==> config.mk <==
export PLATFORM = sky130hd
export DESIGN_NAME = fractional_baud_divisor_search
export DESIGN_NICKNAME = d
export VERILOG_FILES = /design/src/rtl/fbds_pkg.sv /design/src/rtl/fbds_divider.sv /design/src/rtl/fbds_front.sv /design/src/rtl/fbds_back.sv /design/src/rtl/fractional_baud_divisor_search.sv
export SDC_FILE = /design/constraint.sdc
export NUM_CORES = 2
export LEC_CHECK = 0
export ABC_AREA = 1
export BUFFER_PORTS_ARGS = -buffer_cell sky130_fd_sc_hd__buf_2
export CORE_UTILIZATION = 41
export CTS_CLUSTER_DIAMETER = 150
export CTS_CLUSTER_SIZE = 10
export DETAILED_ROUTE_END_ITERATION = 16
export PLACE_DENSITY = 0.64
export SLEW_MARGIN = 15
export SYNTH_ARGS = -nofsm -noshare
export SYNTH_HDL_FRONTEND = slang
export SYNTH_SLANG_ARGS = --single-unit
export TNS_END_PERCENT = 30
==> constraint.sdc <==
create_clock -name clock -period 17.9 [get_ports clock]
set_input_delay 3.58 -clock clock [delete_from_list [all_inputs] [get_ports clock]]
set_output_delay 3.58 -clock clock [all_outputs]
set_load 0.1 [all_outputs]
==> src/rtl/fbds_pkg.sv <==
// shared types and constants for the fractional baud divisor search
// no dependencies
package fbds_pkg;

   localparam int CLK_W  = 28;
   localparam int BAUD_W = 24;
   localparam int DIV_W  = 17;
   localparam int MD_W   = 4;
   localparam int PCT_W  = 8;

   typedef enum logic [1:0] {
      STATUS_OK     = 2'd0,
      STATUS_HIGH   = 2'd1,
      STATUS_NONE   = 2'd2,
      STATUS_UNUSED = 2'd3
   } status_type;

   // one queued job: request plus clock snapshot
   typedef struct packed {
      logic [BAUD_W-1:0] baud;
      logic [CLK_W-1:0]  clk;
   } job_type;

   typedef enum logic [3:0] {
      ST_IDLE,
      ST_CAND,
      ST_CDIV,
      ST_CEVAL,
      ST_AMUL,
      ST_ADIV,
      ST_PMUL,
      ST_PDIV,
      ST_DONE
   } state_type;

   localparam logic [31:0] HALF = 32'h8000_0000;

endpackage

==> src/rtl/fbds_divider.sv <==
// shared restoring divider, one quotient bit per cycle
// depends on fbds_pkg
module fbds_divider
   import fbds_pkg::*;
(
   input  logic        clock,
   input  logic        reset,
   input  logic        start,
   input  logic [63:0] dividend,
   input  logic [31:0] divisor,
   output logic        busy,
   output logic [63:0] quotient
);

   logic [63:0] quo_ff, quo_in;
   logic [32:0] rem_ff, rem_in;
   logic [31:0] den_ff, den_in;
   logic [6:0]  cnt_ff, cnt_in;
   logic [32:0] trial;

   always_comb begin
      quo_in = quo_ff;
      rem_in = rem_ff;
      den_in = den_ff;
      cnt_in = cnt_ff;
      trial  = '0;
      if (start) begin
         quo_in = dividend;
         rem_in = '0;
         den_in = divisor;
         cnt_in = 7'd64;
      end else if (cnt_ff != 7'd0) begin
         trial = {rem_ff[31:0], quo_ff[63]};
         if (trial >= {1'b0, den_ff}) begin
            rem_in = trial - {1'b0, den_ff};
            quo_in = {quo_ff[62:0], 1'b1};
         end else begin
            rem_in = trial;
            quo_in = {quo_ff[62:0], 1'b0};
         end
         cnt_in = cnt_ff - 7'd1;
      end
   end

   always_ff @(posedge clock) begin
      if (reset) begin
         cnt_ff <= '0;
      end else begin
         cnt_ff <= cnt_in;
      end
      quo_ff <= quo_in;
      rem_ff <= rem_in;
      den_ff <= den_in;
   end

   assign busy     = (cnt_ff != 7'd0);
   assign quotient = quo_ff;

endmodule

==> src/rtl/fbds_front.sv <==
// front: takes requests, snapshots the clock register, two-entry job queue
// depends on fbds_pkg
module fbds_front
   import fbds_pkg::*;
(
   input  logic              clock,
   input  logic              reset,
   input  logic              req_valid,
   output logic              req_stall,
   input  logic [BAUD_W-1:0] req_baud_rate,
   input  logic [CLK_W-1:0]  sys_clk,
   output logic              job_valid,
   output job_type           job,
   input  logic              job_take
);

   job_type     mem_ff [2];
   logic [1:0]  cnt_ff, cnt_in;
   logic        wp_ff, rp_ff;
   logic        push, pop;

   assign req_stall = (cnt_ff == 2'd2);
   assign push      = req_valid && !req_stall;
   assign job_valid = (cnt_ff != 2'd0);
   assign pop       = job_valid && job_take;
   assign job       = mem_ff[rp_ff];

   always_comb begin
      cnt_in = cnt_ff;
      if (push && !pop) cnt_in = cnt_ff + 2'd1;
      else if (pop && !push) cnt_in = cnt_ff - 2'd1;
   end

   always_ff @(posedge clock) begin
      if (reset) begin
         cnt_ff <= '0;
         wp_ff  <= 1'b0;
         rp_ff  <= 1'b0;
      end else begin
         cnt_ff <= cnt_in;
         if (push) wp_ff <= !wp_ff;
         if (pop) rp_ff <= !rp_ff;
      end
      if (push) mem_ff[wp_ff] <= '{baud: req_baud_rate, clk: sys_clk};
   end

   a_count: assert property (@(posedge clock) disable iff (reset) cnt_ff <= 2'd2)
      else $error("queue overflow");
   a_pop: assert property (@(posedge clock) disable iff (reset) pop |-> cnt_ff != 2'd0)
      else $error("pop from empty queue");
   a_full: assert property (@(posedge clock) disable iff (reset)
      (cnt_ff == 2'd2 && !pop) |=> cnt_ff == 2'd2)
      else $error("full queue lost entry");

endmodule

==> src/rtl/fbds_back.sv <==
// back: sequential candidate search and actual-rate / percent computation
// depends on fbds_pkg, fbds_divider
module fbds_back
   import fbds_pkg::*;
#(
   parameter int MAX_MULTIPLIER = 15,
   parameter int MAX_DIVISOR    = 65536
) (
   input  logic              clock,
   input  logic              reset,
   input  logic              job_valid,
   input  job_type           job,
   output logic              job_take,
   output logic              rsp_valid,
   input  logic              rsp_stall,
   output logic [1:0]        rsp_status,
   output logic [DIV_W-1:0]  rsp_divisor,
   output logic [7:0]        rsp_divisor_high_byte,
   output logic [7:0]        rsp_divisor_low_byte,
   output logic [MD_W-1:0]   rsp_mul_value,
   output logic [MD_W-1:0]   rsp_divadd_value,
   output logic [BAUD_W-1:0] rsp_actual_baud,
   output logic [PCT_W-1:0]  rsp_error_percent
);

   state_type state_ff, state_in;
   logic [BAUD_W-1:0] baud_ff;
   logic [25:0]       pclk_ff;
   logic [MD_W-1:0]   m_ff, d_ff, bm_ff, bd_ff;
   logic [31:0]       berr_ff;
   logic [DIV_W-1:0]  bdiv_ff;
   logic              found_ff;
   logic [BAUD_W-1:0] act_ff;
   logic [PCT_W-1:0]  pct_ff;
   logic              out_v_ff;
   logic [1:0]        o_st_ff;
   logic [DIV_W-1:0]  o_div_ff;
   logic [MD_W-1:0]   o_m_ff, o_d_ff;
   logic [BAUD_W-1:0] o_act_ff;
   logic [PCT_W-1:0]  o_pct_ff;

   logic        dv_start, dv_busy;
   logic [63:0] dv_q;
   logic [63:0] dv_dividend;
   logic [31:0] dv_divisor;
   logic [31:0] frac, err;
   logic [32:0] whole;
   logic        in_range, better, last_d, last_m;
   logic [BAUD_W-1:0] diff;

   fbds_divider u_div (
      .clock(clock), .reset(reset), .start(dv_start),
      .dividend(dv_dividend), .divisor(dv_divisor), .busy(dv_busy), .quotient(dv_q)
   );

   always_comb begin
      frac  = dv_q[31:0];
      whole = {1'b0, dv_q[63:32]};
      err   = frac;
      if (frac > HALF) begin
         err   = 32'd0 - frac;
         whole = whole + 33'd1;
      end
      in_range = (whole >= 33'd1) && (whole <= 33'(MAX_DIVISOR));
      better   = in_range && (err < berr_ff);
      last_d   = (d_ff == m_ff - 4'd1);
      last_m   = (m_ff == MD_W'(MAX_MULTIPLIER));
      diff     = (baud_ff > act_ff) ? baud_ff - act_ff : act_ff - baud_ff;
   end

   // next state
   always_comb begin
      state_in = state_ff;
      unique case (state_ff)
         ST_IDLE:  if (job_valid && !out_v_ff) state_in =
                      (job.baud == '0) ? ST_DONE : ST_CAND;
         ST_CAND:  state_in = ST_CDIV;
         ST_CDIV:  if (!dv_busy) state_in = ST_CEVAL;
         ST_CEVAL: begin
            if ((better && err == 32'd0) || (last_d && last_m))
               state_in = (found_ff || better) ? ST_AMUL : ST_DONE;
            else
               state_in = ST_CAND;
         end
         ST_AMUL:  state_in = ST_ADIV;
         ST_ADIV:  if (!dv_busy) state_in = ST_PMUL;
         ST_PMUL:  state_in = ST_PDIV;
         ST_PDIV:  if (!dv_busy) state_in = ST_DONE;
         ST_DONE:  state_in = ST_IDLE;
         default:  state_in = ST_IDLE;
      endcase
   end

   // outputs
   always_comb begin
      job_take = (state_ff == ST_IDLE) && job_valid && !out_v_ff;
      dv_start = (state_ff == ST_CAND) || (state_ff == ST_AMUL) || (state_ff == ST_PMUL);
      dv_dividend = '0;
      dv_divisor  = '0;
      // operands go straight into the divider on its start cycle
      unique case (state_ff)
         ST_CAND: begin
            dv_dividend = {10'd0, pclk_ff, 28'd0} * 64'(m_ff);
            dv_divisor  = 32'(baud_ff) * 32'(5'(m_ff) + 5'(d_ff));
         end
         ST_AMUL: begin
            dv_dividend = 64'(pclk_ff[25:4]) * 64'(bm_ff);
            dv_divisor  = 32'(bdiv_ff) * 32'(5'(bm_ff) + 5'(bd_ff));
         end
         ST_PMUL: begin
            dv_dividend = 64'(diff) * 64'd100;
            dv_divisor  = 32'(baud_ff);
         end
         default: ;
      endcase
   end

   always_ff @(posedge clock) begin
      if (reset) begin
         state_ff <= ST_IDLE;
         out_v_ff <= 1'b0;
      end else begin
         state_ff <= state_in;
         if (rsp_valid && !rsp_stall) out_v_ff <= 1'b0;
         if (state_ff == ST_DONE) out_v_ff <= 1'b1;
      end
      unique case (state_ff)
         ST_IDLE: begin
            baud_ff  <= job.baud;
            pclk_ff  <= job.clk[CLK_W-1:2];
            m_ff     <= 4'd1;
            d_ff     <= 4'd0;
            berr_ff  <= 32'hFFFF_FFFF;
            found_ff <= 1'b0;
            bdiv_ff  <= '0;
            bm_ff    <= '0;
            bd_ff    <= '0;
            act_ff   <= '0;
            pct_ff   <= '0;
         end
         ST_CEVAL: begin
            if (better) begin
               berr_ff  <= err;
               bdiv_ff  <= whole[DIV_W-1:0];
               bm_ff    <= m_ff;
               bd_ff    <= d_ff;
               found_ff <= 1'b1;
            end
            if (last_d) begin
               m_ff <= m_ff + 4'd1;
               d_ff <= 4'd0;
            end else begin
               d_ff <= d_ff + 4'd1;
            end
            pct_ff <= 8'd100;
         end
         ST_ADIV: if (!dv_busy) act_ff <= dv_q[BAUD_W-1:0];
         ST_PDIV: if (!dv_busy)
            pct_ff <= (dv_q > 64'd255) ? 8'd255 : dv_q[7:0];
         ST_DONE: begin
            o_div_ff <= bdiv_ff;
            o_m_ff   <= bm_ff;
            o_d_ff   <= bd_ff;
            o_act_ff <= act_ff;
            o_pct_ff <= pct_ff;
            o_st_ff  <= !found_ff ? STATUS_NONE :
                        (pct_ff < 8'd3) ? STATUS_OK : STATUS_HIGH;
         end
         default: ;
      endcase
   end

   assign rsp_valid             = out_v_ff;
   assign rsp_status            = o_st_ff;
   assign rsp_divisor           = o_div_ff;
   assign rsp_divisor_high_byte = o_div_ff[15:8];
   assign rsp_divisor_low_byte  = o_div_ff[7:0];
   assign rsp_mul_value         = o_m_ff;
   assign rsp_divadd_value      = o_d_ff;
   assign rsp_actual_baud       = o_act_ff;
   assign rsp_error_percent     = o_pct_ff;

   a_take: assert property (@(posedge clock) disable iff (reset)
      job_take |-> state_ff == ST_IDLE && !out_v_ff)
      else $error("job taken while busy");
   a_dchk: assert property (@(posedge clock) disable iff (reset)
      state_ff == ST_CEVAL |-> d_ff < m_ff)
      else $error("addend not below multiplier");
   a_none: assert property (@(posedge clock) disable iff (reset)
      (rsp_valid && rsp_status == STATUS_NONE) |-> rsp_divisor == '0)
      else $error("divisor on no-divisor status");

endmodule

==> src/rtl/fractional_baud_divisor_search.sv <==
// top level of the fractional baud divisor search
// depends on fbds_pkg, fbds_front, fbds_back, fbds_divider
//
// usage: write the system clock in hertz on the csr_ channel (valid/ready,
// always ready) while idle. each request on req_ carries a baud rate; the
// front queues up to two requests with a snapshot of the clock register.
// the back steps through multiplier/addend candidates one at a time; each
// candidate takes a divide on the shared restoring divider, and two more
// divides give the actual rate and percent. one result per request on
// rsp_; it is held in an output register while rsp_stall is high, and the
// back takes no new job until it leaves. reset is synchronous and empties
// the queue, drops any pending result and restores the clock register to
// 100 MHz.
module fractional_baud_divisor_search
   import fbds_pkg::*;
#(
   parameter int MAX_MULTIPLIER = 15,
   parameter int MAX_DIVISOR    = 65536
) (
   input  logic              clock,
   input  logic              reset,
   input  logic              csr_valid,
   output logic              csr_ready,
   input  logic [CLK_W-1:0]  csr_system_clock_hz,
   input  logic              req_valid,
   output logic              req_stall,
   input  logic [BAUD_W-1:0] req_baud_rate,
   output logic              rsp_valid,
   input  logic              rsp_stall,
   output logic [1:0]        rsp_status,
   output logic [DIV_W-1:0]  rsp_divisor,
   output logic [7:0]        rsp_divisor_high_byte,
   output logic [7:0]        rsp_divisor_low_byte,
   output logic [MD_W-1:0]   rsp_mul_value,
   output logic [MD_W-1:0]   rsp_divadd_value,
   output logic [BAUD_W-1:0] rsp_actual_baud,
   output logic [PCT_W-1:0]  rsp_error_percent
);

   logic [CLK_W-1:0] clk_hz_ff;
   logic             job_valid, job_take;
   job_type          job;

   assign csr_ready = 1'b1;

   always_ff @(posedge clock) begin
      if (reset) begin
         clk_hz_ff <= CLK_W'(100000000);
      end else if (csr_valid && csr_ready) begin
         clk_hz_ff <= csr_system_clock_hz;
      end
   end

   fbds_front u_front (
      .clock(clock), .reset(reset),
      .req_valid(req_valid), .req_stall(req_stall), .req_baud_rate(req_baud_rate),
      .sys_clk(clk_hz_ff),
      .job_valid(job_valid), .job(job), .job_take(job_take)
   );

   fbds_back #(
      .MAX_MULTIPLIER(MAX_MULTIPLIER), .MAX_DIVISOR(MAX_DIVISOR)
   ) u_back (
      .clock(clock), .reset(reset),
      .job_valid(job_valid), .job(job), .job_take(job_take),
      .rsp_valid(rsp_valid), .rsp_stall(rsp_stall),
      .rsp_status(rsp_status), .rsp_divisor(rsp_divisor),
      .rsp_divisor_high_byte(rsp_divisor_high_byte),
      .rsp_divisor_low_byte(rsp_divisor_low_byte),
      .rsp_mul_value(rsp_mul_value), .rsp_divadd_value(rsp_divadd_value),
      .rsp_actual_baud(rsp_actual_baud), .rsp_error_percent(rsp_error_percent)
   );

endmodule
==> flow_metrics.py <==
metrics = {
    "sta": {
        "period_needed_ns": 7.676,
        "finalMaxSlewViolations": 0,
        "setup_tns_ns": 0,
        "finalHoldViolations": 0,
        "rsz0062_at_grt": "false",
        "finalSetupViolCount": 0,
        "fin_crit_sh": 0.4289,
        "fin_skew_ns": 0.03250,
        "relSlewSlack": 0.2173,
        "hold_ws_ns": 0.4437,
        "max_freq_mhz": 130.3,
        "tightest_slew_ns": 1.174,
    },
    "routing": {
        "drt-initial-drc-count": 2740,
        "routed_via_density": 5.181,
        "drtAntennaViolNets": 0,
        "wl_um": 115100,
        "routedWlPerCell_um": 17.98,
        "drc": 0,
        "dr.pass1.iters": 5,
        "num_vias": 33170,
    },
    "hold_path": {
        "hold_path_depth": 0,
        "worstHoldStart": "u_back.pct_ff[1]",
        "holdPathEnd": "u_back.rsp_error_percent[1]",
        "min_path_type": "reg2reg",
    },
    "yosys": {
        "yosys-top-cells-area": "edfxtp_1, fa_1, ha_1",
        "synth_cells": 5033,
        "syn-num-nets": 5652,
        "syn_area_per_cell_um2": 8.040,
        "async_reset_ff_frac": 0,
        "synth.ff_latch_count": 476,
        "synth-edff-count": 401,
        "synth_common_cells": "nand2_1, inv_1, nor2_1",
        "yosysWarnings": 0,
        "syn-cell-area_um2": 40460,
        "synth-main-ff-cell": "edfxtp_1",
        "ys_types": 64,
        "yosysSeqAreaShare": 0.3347,
        "synth.most_common_cell": "nand2_1",
        "synth_area_leader_cell": "edfxtp_1",
        "synth_top_area_share": 0.2976,
    },
    "critical_path": {
        "worstPathMaxFanout": 24,
        "cp-start-kind": "flip-flop",
        "arrival_ns": 8.06,
        "timing.rr.start": "u_back.baud_ff[0]",
        "end_kind": "flip-flop",
        "criticalPathCategory": "reg2reg",
        "crit_path_frequent_cell": "nand2_1",
        "r2r.worst_path.cells": 34,
        "max_stage_delay_ns": 0.60,
        "rrSetupSlack_ns": 10.22,
        "critical_path.startpoint": "u_back.baud_ff[0]",
        "cpMaxStageDelayCell": "edfxtp_1",
        "required_ns": 18.28,
        "r2r_end": "u_back.u_div.quotient[27]",
    },
    "clocking": {
        "hold_buffers": 0,
        "cts_buffers": 53,
        "clock_sinks": 476,
        "cts.repair.resized": 0,
        "cts-root-buf": "clkbuf_16",
        "post_cts_buffers": 0,
        "cts_tree": "done",
        "insertion_delay_ns": 0.67,
        "clockBufferDepth": 3,
        "path_clk_slew_ns": 0.07,
        "cts-htree-levels": 2,
    },
    "placed_design": {
        "port_buffers": 131,
        "dp_hpwl_um": 90810,
        "gp_congestion": 0.9878,
    },
    "floorplan": {
        "die_width_um": 316.2,
        "coreArea_um2": 97280,
        "chipHeight_um": 316.2,
        "ios": 135,
        "core.rowCount": 114,
        "die_area_um2": 99950,
        "start_util": 0.4160,
    },
    "cells_and_area": {
        "drive_above_1_share": 0.06672,
        "syn_to_final_growth_pct": 8.247,
        "final_core_util": 0.4503,
        "nets": 5701,
        "n_fill_cell": 9684,
    },
    "global_routing": {
        "grtUsageTotal": 0.2309,
        "antenna_found_initial": 10,
        "grt_pass1_vias": 32020,
        "grt_pass1_wl_um": 178500,
        "grt_overflow": 0,
        "grt_max_degree": 70,
    },
    "flow_run": {
        "max_cap_violations": 0,
    },
    "status": {
        "status": "finished, final reports clean",
    },
}
[kinds of logic (layout without fill, tap and decap cells)]
| group | after synthesis | after routing | synth area share |
|---|---|---|---|
| compound gates | 819 | 819 | 0.1123 |
| xor+xnor | 138 | 138 | 0.02987 |
| fa+ha+maj | 562 | 562 | 0.2150 |
| buf+inv | 1086 | 1179 | 0.1048 |
| flops | 476 | 476 | 0.3347 |
| mux | 46 | 46 | 0.01277 |
| other cells | 1 | 2 | 0.00009268 |
| simple gates | 1905 | 1905 | 0.1905 |
[how the worst max path moves through the flow]
stage and to:
2_1_floorplan u_back.bd_ff[0], 3_3_place_gp u_back.u_div.den_ff[20], 3_5_place_dp u_back.u_div.den_ff[20], 4_1_cts u_back.u_div.den_ff[20]
5_1_grt u_back.u_div.quotient[27], 6_report u_back.u_div.quotient[27]
[routing by layer]
layer / vias up / global-route usage / wire (um)
met5: - / 0 / 0
met2: 941 / 0.3862 / 53030
met1: 15710 / 0.3059 / 50780
met4: 0 / 0.08959 / 4489
met3: 190 / 0.02603 / 6852
li1: 16330 / - / -
[worst max-delay path, delay by kind of cell (launching register included)]
kind / cells / cell delay (ns)
fa+ha+maj: 6 / 2.17
compound gates: 9 / 1.93
simple gates: 11 / 1.40
buf+inv: 7 / 0.90
flops: 1 / 0.60
xor+xnor: 1 / 0.39
[registers in the layout, indices dropped and copies added (netlist names), 17 cells and up, named ones only]
signal	cells
u_back.rsp_actual_baud	24
u_back.u_div.den_ff	30
u_back.act_ff	24
clk_hz_ff	26
u_back.u_div.quotient	64
u_back.berr_ff	32
u_back.baud_ff	24
u_back.rsp_divisor	17
u_back.pclk_ff	26
u_back.u_div.rem_ff	32
u_front.mem_ff	100
u_back.bdiv_ff	17
[metrics by stage]
| stage | setup WS [ns] | std cells | instance area [um^2] |
|---|---|---|---|
| final | 10.22 | 6403 | 43800 |
| after CTS | 10.15 | 6401 | 43780 |
| after global routing | 9.709 | 6402 | 43800 |
| after global placement | 10.21 | 6302 | 42210 |
| after detailed placement | 10.20 | 6302 | 42210 |
| after floorplan | 10.53 | 5033 | 40460 |
[layout make-up]
class,instances,area [um^2],share of cell area
Tap cell,1276,1597,0.03645
Clock inverter,3,66.31,0.001514
Antenna cell,1,2.502,0.00005713
Inverter,919,3451,0.07878
Clock buffer,96,1509,0.03445
Sequential cell,476,13540,0.3092
Timing Repair Buffer,161,888.4,0.02028
Multi-Input combinational cell,3471,22740,0.5192
[cells in the final DEF (no fill, tap or decap), types with 31 or more instances in the layout]
cell	netlist	layout
xor2_1	110	110
o21ai_0	285	283
clkbuf_1	98	42
clkbuf_16	0	54
ha_1	340	340
dfxtp_1	75	74
a21oi_1	356	355
fa_1	222	222
buf_2	17	131
nand2_1	1133	1131
mux2_2	45	45
o211ai_1	31	31
nor2_1	466	461
inv_1	909	906
nand4_1	32	32
edfxtp_1	401	401
nand3_1	168	168
Power is left out: the tool's default activity adds up to more than one toggle a clock period on the data nets, which glitch-free logic cannot reach.
